==> src/rtl/core/assert_macros.svh <==
// assertion macros shared by the url percent decoder rtl
// no dependencies; included by files that carry concurrent assertions
`ifndef ASSERT_MACROS_SVH
`define ASSERT_MACROS_SVH

// property must hold at every clock edge outside reset
`define UPD_ASSERT(lbl, clk, rst_n, prop, msg) \
  lbl: assert property (@(posedge clk) disable iff (!rst_n) (prop)) else $error(msg);

// condition must never be seen outside reset
`define UPD_ASSERT_NEVER(lbl, clk, rst_n, cond, msg) \
  lbl: assert property (@(posedge clk) disable iff (!rst_n) !(cond)) else $error(msg);

`endif

==> src/rtl/core/upd_pkg.sv <==
// types, character constants and the hex digit helper of the url percent decoder
// no dependencies; used by upd_decode, upd_out_fifo and url_percent_decoder_top
package upd_pkg;

  localparam logic [7:0] CH_NUL     = 8'h00;
  localparam logic [7:0] CH_PERCENT = 8'h25;
  localparam logic [7:0] CH_PLUS    = 8'h2B;
  localparam logic [7:0] CH_SPACE   = 8'h20;
  localparam logic [7:0] CH_CR      = 8'h0D;

  // output buffer geometry
  localparam int OUT_DEPTH = 4;
  localparam int PTR_W     = 2;
  localparam int CNT_W     = 3;
  localparam logic [CNT_W-1:0] CNT_ROOM_MAX = CNT_W'(OUT_DEPTH - 2);
  localparam logic [CNT_W-1:0] CNT_FULL     = CNT_W'(OUT_DEPTH);

  // position inside a percent triplet
  typedef enum logic [2:0] {
    PH_OUTSIDE = 3'b001,
    PH_FIRST   = 3'b010,
    PH_SECOND  = 3'b100
  } phase_t;

  typedef struct packed {
    logic [7:0] data;
    logic       term;
    logic       last;
  } res_t;

  // zero to two result beats produced by one decoded byte
  typedef struct packed {
    logic [1:0] cnt;
    res_t       r0;
    res_t       r1;
  } push_t;

  typedef struct packed {
    logic [CNT_W-1:0] count;
    logic             room;
  } fifo_stat_t;

  // bit 4 set when the byte is not a hex digit
  function automatic logic [4:0] hex_digit(input logic [7:0] c);
    logic [7:0] t;
    t = 8'h00;
    if (c >= 8'h30 && c <= 8'h39) begin
      t = c - 8'h30;
      return {1'b0, t[3:0]};
    end else if (c >= 8'h41 && c <= 8'h46) begin
      t = c - 8'h37;
      return {1'b0, t[3:0]};
    end else if (c >= 8'h61 && c <= 8'h66) begin
      t = c - 8'h57;
      return {1'b0, t[3:0]};
    end
    return 5'h10;
  endfunction

endpackage

==> src/rtl/core/upd_decode.sv <==
// escape state and combinational decode of one byte into zero to two result beats
// depends on upd_pkg
module upd_decode (
  input  logic               clk,
  input  logic               rst_n,
  input  logic               fire,
  input  logic [7:0]         byte_in,
  input  logic               plus_as_space,
  output upd_pkg::push_t     push
);

  upd_pkg::phase_t phase_r, phase_nxt;
  logic [7:0]      hex_r, hex_nxt;
  logic            open_r, open_nxt;

  logic [4:0] digit;
  logic       is_hex;
  logic [7:0] hex_grow;
  logic       open_grow;

  always_comb begin
    digit     = upd_pkg::hex_digit(byte_in);
    is_hex    = !digit[4];
    open_grow = open_r && is_hex;
    hex_grow  = open_grow ? {hex_r[3:0], digit[3:0]} : hex_r;

    phase_nxt = phase_r;
    hex_nxt   = hex_r;
    open_nxt  = open_r;
    push      = '0;

    if (fire) begin
      if (byte_in == upd_pkg::CH_NUL) begin
        // flush a partial triplet before the terminator
        if (phase_r != upd_pkg::PH_OUTSIDE && hex_r != upd_pkg::CH_CR) begin
          push.r0.data = hex_r;
          push.r1.term = 1'b1;
          push.cnt     = 2'd2;
        end else begin
          push.r0.term = 1'b1;
          push.cnt     = 2'd1;
        end
        phase_nxt = upd_pkg::PH_OUTSIDE;
        hex_nxt   = 8'h00;
        open_nxt  = 1'b0;
      end else if (phase_r != upd_pkg::PH_OUTSIDE) begin
        if (phase_r == upd_pkg::PH_FIRST) begin
          phase_nxt = upd_pkg::PH_SECOND;
          hex_nxt   = hex_grow;
          open_nxt  = open_grow;
        end else begin
          if (hex_grow != upd_pkg::CH_CR) begin
            push.r0.data = hex_grow;
            push.cnt     = 2'd1;
          end
          phase_nxt = upd_pkg::PH_OUTSIDE;
          hex_nxt   = 8'h00;
          open_nxt  = 1'b0;
        end
      end else if (byte_in == upd_pkg::CH_PERCENT) begin
        phase_nxt = upd_pkg::PH_FIRST;
        hex_nxt   = 8'h00;
        open_nxt  = 1'b1;
      end else if (byte_in == upd_pkg::CH_PLUS && plus_as_space) begin
        push.r0.data = upd_pkg::CH_SPACE;
        push.cnt     = 2'd1;
      end else begin
        push.r0.data = byte_in;
        push.cnt     = 2'd1;
      end
      push.r0.last = (push.cnt == 2'd1);
      push.r1.last = (push.cnt == 2'd2);
    end
  end

  always_ff @(posedge clk) begin
    if (!rst_n) begin
      phase_r <= upd_pkg::PH_OUTSIDE;
      hex_r   <= 8'h00;
      open_r  <= 1'b0;
    end else begin
      phase_r <= phase_nxt;
      hex_r   <= hex_nxt;
      open_r  <= open_nxt;
    end
  end

endmodule

==> src/rtl/core/upd_out_fifo.sv <==
// four-beat result buffer taking up to two beats per cycle and giving one on each pop
// depends on upd_pkg
module upd_out_fifo (
  input  logic                 clk,
  input  logic                 rst_n,
  input  upd_pkg::push_t       push,
  input  logic                 pop,
  output upd_pkg::res_t        head,
  output logic                 not_empty,
  output upd_pkg::fifo_stat_t  stat
);

  upd_pkg::res_t mem_r [upd_pkg::OUT_DEPTH];

  logic [upd_pkg::PTR_W-1:0] wr_ptr_r, wr_ptr_nxt;
  logic [upd_pkg::PTR_W-1:0] rd_ptr_r, rd_ptr_nxt;
  logic [upd_pkg::CNT_W-1:0] count_r, count_nxt;
  logic [upd_pkg::PTR_W-1:0] wr_ptr_p1;

  always_comb begin
    wr_ptr_p1  = wr_ptr_r + 1'b1;
    wr_ptr_nxt = wr_ptr_r + push.cnt;
    rd_ptr_nxt = rd_ptr_r + {{(upd_pkg::PTR_W-1){1'b0}}, pop};
    count_nxt  = count_r + upd_pkg::CNT_W'(push.cnt)
               - {{(upd_pkg::CNT_W-1){1'b0}}, pop};
    head       = mem_r[rd_ptr_r];
    not_empty  = (count_r != '0);
    stat.count = count_r;
    stat.room  = (count_r <= upd_pkg::CNT_ROOM_MAX);
  end

  always_ff @(posedge clk) begin
    if (push.cnt != 2'd0) begin
      mem_r[wr_ptr_r] <= push.r0;
    end
    if (push.cnt == 2'd2) begin
      mem_r[wr_ptr_p1] <= push.r1;
    end
  end

  always_ff @(posedge clk) begin
    if (!rst_n) begin
      wr_ptr_r <= '0;
      rd_ptr_r <= '0;
      count_r  <= '0;
    end else begin
      wr_ptr_r <= wr_ptr_nxt;
      rd_ptr_r <= rd_ptr_nxt;
      count_r  <= count_nxt;
    end
  end

endmodule

==> src/rtl/core/url_percent_decoder_top.sv <==
// top level of the url percent decoder: input register, decode, result buffer
// depends on upd_pkg, upd_decode, upd_out_fifo and assert_macros.svh
//
//  channel | direction | handshake          | payload
//  in_     | sink      | in_valid/in_stall   | in_byte
//  out_    | source    | out_valid/out_stall | out_byte, out_is_terminator, out_last_of_run
//  cfg_    | sink      | cfg_valid/cfg_ready | cfg_data (plus_as_space)
//
// one byte accepted per cycle while in_stall is low; it is held in the input register, then decoded into the buffer
// a zero byte that closes an open triplet gives two beats unless the partial value is a carriage return, else one
// the four-beat result buffer sets the rate: input stalls when under two slots are free
// synchronous active-low reset clears the escape state, buffer and sets plus_as_space
// cfg_ready is always high; out_stall reaches in_stall only through the buffer fill
`include "assert_macros.svh"

module url_percent_decoder_top (
  input  logic       clk,
  input  logic       rst_n,
  input  logic       in_valid,
  output logic       in_stall,
  input  logic [7:0] in_byte,
  output logic       out_valid,
  input  logic       out_stall,
  output logic [7:0] out_byte,
  output logic       out_is_terminator,
  output logic       out_last_of_run,
  input  logic       cfg_valid,
  output logic       cfg_ready,
  input  logic       cfg_data
);

  logic       stage_valid_r, stage_valid_nxt;
  logic [7:0] stage_byte_r;
  logic       plus_as_space_r;
  logic       in_accept;
  logic       fire;
  logic       pop;

  upd_pkg::push_t      push;
  upd_pkg::res_t       head;
  upd_pkg::fifo_stat_t stat;

  always_comb begin
    fire      = stage_valid_r && stat.room;
    in_stall  = stage_valid_r && !fire;
    in_accept = in_valid && !in_stall;
    pop       = out_valid && !out_stall;
    cfg_ready = 1'b1;
    stage_valid_nxt = in_accept ? 1'b1 : (fire ? 1'b0 : stage_valid_r);
    out_byte          = head.data;
    out_is_terminator = head.term;
    out_last_of_run   = head.last;
  end

  always_ff @(posedge clk) begin
    if (!rst_n) begin
      stage_valid_r   <= 1'b0;
      plus_as_space_r <= 1'b1;
    end else begin
      stage_valid_r <= stage_valid_nxt;
      if (cfg_valid && cfg_ready) begin
        plus_as_space_r <= cfg_data;
      end
    end
  end

  always_ff @(posedge clk) begin
    if (in_accept) begin
      stage_byte_r <= in_byte;
    end
  end

  upd_decode u_decode (
    .clk           (clk),
    .rst_n         (rst_n),
    .fire          (fire),
    .byte_in       (stage_byte_r),
    .plus_as_space (plus_as_space_r),
    .push          (push)
  );

  upd_out_fifo u_out_fifo (
    .clk       (clk),
    .rst_n     (rst_n),
    .push      (push),
    .pop       (pop),
    .head      (head),
    .not_empty (out_valid),
    .stat      (stat)
  );

  // buffer fill never passes its depth
  `UPD_ASSERT(a_fill_bound, clk, rst_n, stat.count <= upd_pkg::CNT_FULL, "result buffer overfilled")
  // a decode with no room for two beats would overrun the buffer
  `UPD_ASSERT_NEVER(a_fire_room, clk, rst_n, fire && (stat.count > upd_pkg::CNT_ROOM_MAX), "decode without room")
  // every terminator beat closes the run of its byte
  `UPD_ASSERT(a_term_last, clk, rst_n, !(out_valid && out_is_terminator) || out_last_of_run, "terminator not last")
  // a held byte stays put until it is decoded
  `UPD_ASSERT(a_stage_hold, clk, rst_n, (stage_valid_r && !fire) |=> (stage_valid_r && $stable(stage_byte_r)), "staged byte lost")

endmodule

==> config.mk <==
export PLATFORM = sky130hd
export DESIGN_NAME = url_percent_decoder_top
export DESIGN_NICKNAME = d
export VERILOG_FILES = /design/src/rtl/core/upd_pkg.sv /design/src/rtl/core/upd_decode.sv /design/src/rtl/core/upd_out_fifo.sv /design/src/rtl/core/url_percent_decoder_top.sv
export VERILOG_INCLUDE_DIRS = /design/src /design/src/rtl/core
export SDC_FILE = /design/constraint.sdc
export NUM_CORES = 1
export LEC_CHECK = 0
export ABC_AREA = 1
export BUFFER_PORTS_ARGS = -buffer_cell sky130_fd_sc_hd__buf_4
export CAP_MARGIN = 20
export CORE_AREA = 8 8 80 111
export CTS_CLUSTER_SIZE = 24
export DETAILED_ROUTE_END_ITERATION = 12
export DIE_AREA = 0 0 88 119
export GPL_TIMING_DRIVEN = 0
export PLACE_DENSITY_LB_ADDON = 0.12
export SYNTH_ARGS = -nofsm -noshare
export SYNTH_HDL_FRONTEND = slang
export SYNTH_SLANG_ARGS = --single-unit
==> constraint.sdc <==
create_clock -name clk -period 2.7 [get_ports clk]
set_input_delay 0.135 -clock clk [delete_from_list [all_inputs] [get_ports clk]]
set_output_delay 0.135 -clock clk [all_outputs]
set_load 0.02 [all_outputs]
* After elaboration in Yosys (flattened, before gate mapping)
Memories as Yosys holds them, arrays and structs flattened. A register that Yosys moved wholly into a read port is not among the register bits. Index checks and enable logic that the tools add are counted. Widths: inputs -> output; s select.
Word-level totals: bits in writable memories 40, memories 1, register bits after elaboration 29, word-level logic and storage cells 96, output and inout bits 13, bits of input ports 14
Memory list:
- u_out_fifo.mem_r | words 4, bits a word 10, rd ports 1, clocked after Yosys merged registers in 1, wr ports 2, RTL line upd_out_fifo.sv:13 | upd_pkg::res_t mem_r [upd_pkg::OUT_DEPTH];
Operators by class: muxes and demuxes 42, reduce and logical (&&, ||, !) cells 20, order comparisons 7, $add $sub $neg 8, equality and inequality tests 9
Operator list (number):
- $mux 8 | 7
- $mux 10 | 5
- $mux 5 | 4
- $mux 1 | 17
- $eq 8x6->1 const B | 2
- $ge 8x7->1 const B | 2
- $le 8x7->1 const B | 2
- $ne 8x4->1 const B | 2
- $mux 12 | 1
- $mux 3 | 4
- $logic_and 1x1->1 | 10
- $mux 9 | 1
- $ge 8x6->1 const B | 1
- $le 8x6->1 const B | 1
- $logic_not 8->1 | 1
- $sub 4x3->4 const B | 2
- $mux 2 | 3
- $reduce_bool 3->1 | 2
- $eq 2x2->1 const B | 2
- $logic_not 1->1 | 4
- $reduce_bool 2->1 | 2
- $sub 4x1->4 const B | 1
- $add 3x2->3 | 1
- $eq 3x2->1 const B | 1
- 8 further kinds | 8

* Logic depth before layout (Yosys ltp)
depth in word-level cells 20, gate-level depth with buffers 22, depth with buffers taken out 22

* Cells and area by module
Synthesis repeated with hierarchy kept, for this count alone.
Unflattened totals: cells, all modules 518, area, all modules 4245.3 µm²
Modules (own cells, without submodules):
- upd_out_fifo | times used 1, area an instance 2606.2 µm², seq. area each 1341.3 µm², cells each 277
- upd_decode | times used 1, area an instance 1283.7 µm², seq. area each 240.2 µm², cells each 214
- url_percent_decoder_top | times used 1, area an instance 355.3 µm², seq. area each 280.3 µm², cells each 27

* Least setup slack after synthesis
Ideal clock, no wire load.
path type flip-flop to flip-flop, from register stage_byte_r[0], to register u_out_fifo.count_r[2] (netlist bit), period minus slack after synthesis 2.652 ns, library setup time 0.128 ns, required time 2.572 ns, setup slack 0.048 ns, stages on the path, launching flop included 21, data arrival time 2.525 ns, buffers on the path 0, cell sequence edfxtp_1 -> inv_1 -> ha_1 -> nand2_1 -> nand3_2 -> nand2_4 -> nand2_4 -> nand2_8 -> o21ai_1 -> nor2_1 -> nand3_2 -> nand2_1 -> nand2_2 -> nand2_4 -> inv_1 -> ha_1 -> inv_1 -> fa_1 -> xor2_1 -> inv_1 -> nor2_1
Between the ends: longest elaborated chain between the ends 18, elaborated cells between the ends (all ways) 34, classes of those cells add/sub (5); order compare (6); eq/ne (2); mux (15); reduce/logical (6)
Ends and longest elaborated chain:
- start: declaration | RTL line url_percent_decoder_top.sv:33 | logic [7:0] stage_byte_r;
- start signal: assignment | RTL line url_percent_decoder_top.sv:69 | stage_byte_r <= in_byte;
- $ge 8x7->1 / $le 8x7->1 (equally long branches) | RTL line upd_pkg.sv:53 | end else if (c >= 8'h61 && c <= 8'h66) begin
- $logic_and 1x1->1 | RTL line upd_pkg.sv:53
- $mux 1 | RTL line upd_pkg.sv:53
- $mux 1 | RTL line upd_pkg.sv:50 | end else if (c >= 8'h41 && c <= 8'h46) begin
- $mux 1 | RTL line upd_pkg.sv:47 | if (c >= 8'h30 && c <= 8'h39) begin
- $mux 5 | RTL line upd_pkg.sv:57 | return 5'h10;
- $logic_not 1->1 | RTL line upd_decode.sv:23 | is_hex = !digit[4];
- $logic_and 1x1->1 | RTL line upd_decode.sv:24 | open_grow = open_r && is_hex;
- [2 not listed]
- $mux 9 | RTL line upd_decode.sv:52 | if (hex_grow != upd_pkg::CH_CR) begin
- $mux 10 | RTL line upd_decode.sv:47 | if (phase_r == upd_pkg::PH_FIRST) begin
- $mux 10 | RTL line upd_decode.sv:46 | end else if (phase_r != upd_pkg::PH_OUTSIDE) begin
- $mux 10 (*) | RTL line upd_decode.sv:33 | if (byte_in == upd_pkg::CH_NUL) begin
- $mux 10 (*) | RTL line upd_decode.sv:32 | if (fire) begin
- $mux 12 (*) | RTL line upd_decode.sv:32
- $add 3x2->3 (*) | RTL line upd_out_fifo.sv:24 | count_nxt = count_r + upd_pkg::CNT_W'(push.cnt)
- $sub 3x1->3 (*) | RTL line upd_out_fifo.sv:25 | - {{(upd_pkg::CNT_W-1){1'b0}}, pop};
- end signal: assignment | RTL line upd_out_fifo.sv:49 | count_r <= count_nxt;
- end: declaration | RTL line upd_out_fifo.sv:17 | logic [upd_pkg::CNT_W-1:0] count_r, count_nxt;
Mark *: on every way between the ends. The rest lies on a longest branch, timed or not. The select of a mux whose other input is x is not followed. A chain may end at the register's enable or synchronous reset.

* Worst setup path after layout
from register stage_byte_r[2], to register u_out_fifo.count_r[1] (netlist bit)
Same word-level chain as after synthesis.

==> metrics.csv <==
stage;metric;value;unit
grt;grt_pass1_vias;3557;
logic_synthesis;seq_area_frac_synth;40.0;%
die;start_util;53.7;%
final_layout;diodes;0;
timing;period_share;103;%
timing;finalSetupViolations;2;
die;die_w;88;um
logic_synthesis;syn-instance-count;567;
grt;grt_util_all_layers;20.5;%
timing;period_needed;2770;ps
timing;max-slew-margin-rel;51.1;%
grt;overflow;0;
critical_path;cp-start-kind;flip-flop;
logic_synthesis;syn_area;3850;um2
clock_tree;clock_path_buffers;2;
die;core;7180;um2
die;fp-row-count;37;
clock_tree;cts_tree;built;
outcome;violations;negative setup slack;
detailed_routing;drt_wl_total;10.6;mm
die;io_pins;27;
power;power_density;783;nW/um2
critical_path;cp_max_fo;7;
logic_synthesis;synth-edff-count;16;
timing;clock_skew;8.93;ps
die;die_area;10500;um2
detailed_routing;firstDrtPassIters;5;
logic_synthesis;yosysTopAreaCell;dfxtp_1;
detailed_routing;post-route-drc-count;0;
logic_synthesis;yosys_most_used_dff;dfxtp_1;
clock_tree;htree_num_levels;3;
critical_path;worstSetupPathType;reg -> reg;
detailed_routing;detail_route.wl_per_cell;14.4;um
placed_design;hpwl;7.33;mm
final_layout;syn2layout_area_growth;26.4;%
grt;grt_pass1_wl;16.8;mm
placed_design;numPortBuffers;25;
critical_path;crit_arrival;3070;ps
detailed_routing;drtIter0Drc;263;
timing;rsz0062_at_grt;yes;
die;dieHeight;119;um
logic_synthesis;synthArstFlopShare;0;%
logic_synthesis;yosysTopAreaCellShare;27.5;%
detailed_routing;ant_nets;0;
power;ir_drop;0.455;mV
final_layout;seqCellArea;1540;um2
placed_design;place_congestion;0.924;
final_layout;multi_input_area;2120;um2
clock_tree;clock_sinks;69;
clock_tree;cts_inserted_buffers;9;
logic_synthesis;ys_warn_count;0;
logic_synthesis;syn-mean-instance-area;6.80;um2
logic_synthesis;ys_types;39;
clock_tree;root_buffer;clkbuf_8;
final_layout;drive_above_1_share;18.6;%
logic_synthesis;synth_seq_cells;69;
timing;setup_slack;-74.1;ps
critical_path;cp_data_required_time;2990;ps
final_layout;fin_util;67.9;%
timing;max_freq;360;MHz
timing;worst_pin_slew;731;ps
logic_synthesis;synthTopCellsByArea;dfxtp_1 (28%), nand2_1 (13%), edfxtp_1 (12%);
power;p_leak;2.44;nW
critical_path;end_kind;flip-flop;
placed_design;pre_cts_ws;-315;ps
grt;grt_max_degree;12;
detailed_routing;via_count;3870;
clock_tree;clk_pin_slew;70;ps
grt;antenna_found_initial;0;
worst_hold_path;hp-class;in -> reg;
timing;fin_tns_setup;-125;ps
timing;drv_slew;0;
final_layout;fill_cells;606;
clock_tree;insertion_delay;360;ps
outcome;outcome;finished with violations;
timing;final-hold-violation-count;0;
logic_synthesis;syn_nets;590;
flow_run;maxCapViolations;0;
final_layout;num-nets-final;658;
power;power.total;3.82;mW
detailed_routing;via_per_inst;5.25;
timing;hold_slack;293;ps
## cells in the mapped netlist (2+ instances only)
library cell  number
a21oi_1           51
buf_2              2
buf_6              3
clkbuf_1           7
clkinv_1           2
dfxtp_1           53
edfxtp_1          16
ha_1               8
inv_1             79
inv_2              2
nand2_1          135
nand2_2            3
nand2_4            5
nand3_1           42
nand3_2            2
nand4_1            2
nor2_1            89
nor2_2             2
nor3_1             2
nor4_1             3
o21ai_0           34
o22ai_1            6
xnor2_1            3
## power by group
part	switching [mW]	internal [mW]
Sequential	0.151	1.31
Clock	0.402	0.493
Combinational	0.870	0.590
Total	1.42	2.39
## placed cells by master (no fill, tap or decap), drive strengths merged, types with 3 or more instances in the layout
cell	netlist	final
xnor2	3	3
clkinv	2	4
dfxtp	53	53
nand2	144	145
nor2	92	92
nand3	44	44
o21ai	35	35
inv	82	82
dlygate4sd3	0	12
o22ai	6	6
nor4	3	3
edfxtp	16	16
nor3	3	3
buf	7	51
a21oi	51	51
ha	8	8
clkbuf	7	21
## logic make-up after synthesis
family | Yosys count | synth area share (%)
flip-flops | 69 | 40.0
buffers and inverters | 98 | 10.4
adder cells (fa/ha/maj) | 9 | 3.12
XOR/XNOR | 4 | 0.909
AND/OR/NAND/NOR | 289 | 32.4
other | 1 | 0.0973
AO/OA/AOI/OAI | 97 | 13.1
## critical path, stage by stage, from the launching register on
cell and delay [ps]:
edfxtp_1 490, inv_2 190, nand2_1 110, nand3_4 120, nand2_8 80, buf_4 140
nand2_1 50, nand2_1 90, nand2_4 100, nand2_2 60, nor2_2 130, nand3_2 120
nand2_1 90, nand2_2 60, nand2_4 100, inv_4 40, ha_4 140, inv_2 60
fa_2 440, nor2_1 100
## metrics by stage
| step | area [um2] | std cells |
|---|---|---|
| finish | 4870 | 737 |
| global route | 4870 | 737 |
| CTS | 4670 | 730 |
| detailed placement | 4160 | 689 |
| global placement | 4160 | 689 |
| floorplan | 3850 | 567 |
## final timing paths
check,from,end,slack (ps),cells past startpoint
worst max-delay path,stage_byte_r[2]$_DFFE_PP_,u_out_fifo.count_r[1]$_SDFF_PN0_,-70,19
worst min-delay path,out_stall,u_out_fifo.rd_ptr_r[0]$_SDFF_PN0_,290,5
worst max register to register,stage_byte_r[2]$_DFFE_PP_,u_out_fifo.count_r[1]$_SDFF_PN0_,-70,19
worst min register to register,u_decode.hex_r[2]$_SDFFE_PN0P_,u_decode.hex_r[2]$_SDFFE_PN0P_,470,2
## repair_timing
action	4_1_cts	5_1_grt
gates resized for setup	22	42
setup buffers	12	7
cloned	1	0
hold endpoints to repair	12	0
pin swaps	16	18
endpoints found under the setup margin	5	26
hold buffers	12	0
## cell type report
cell class	instances	area share [%]
clock inverters	2	0.205
flip-flops and latches	69	31.6
inverters	84	6.68
repair buffers	56	9.32
multi-input cells	401	43.6
plain buffers	14	1.85
well taps	97	2.49
clock buffers	14	4.21
## state kept, by name, indices dropped and copies added, names as in the netlist
| register | flops |
|---|---|
| plus_as_space_r | 1 |
| stage_byte_r | 8 |
| stage_valid_r | 1 |
| u_decode.hex_r | 8 |
| u_decode.open_r | 1 |
| u_decode.phase_r | 3 |
| u_out_fifo.count_r | 3 |
| u_out_fifo.mem_r | 40 |
| u_out_fifo.rd_ptr_r | 2 |
| u_out_fifo.wr_ptr_r | 2 |
## layer usage
| metal | wire [um] | up-vias | part of all wire, % | GRT usage (%) |
|---|---|---|---|---|
| met4 | 437 | 0 | 4.1 | 12.3 |
| met2 | 5480 | 137 | 52 | 36.6 |
| met5 | 0 | - | 0 | 0 |
| li1 | - | 1941 | - | - |
| met3 | 461 | 36 | 4.4 | 3.72 |
| met1 | 4210 | 1756 | 40 | 21.4 |
(Power assumes the default switching activity.)
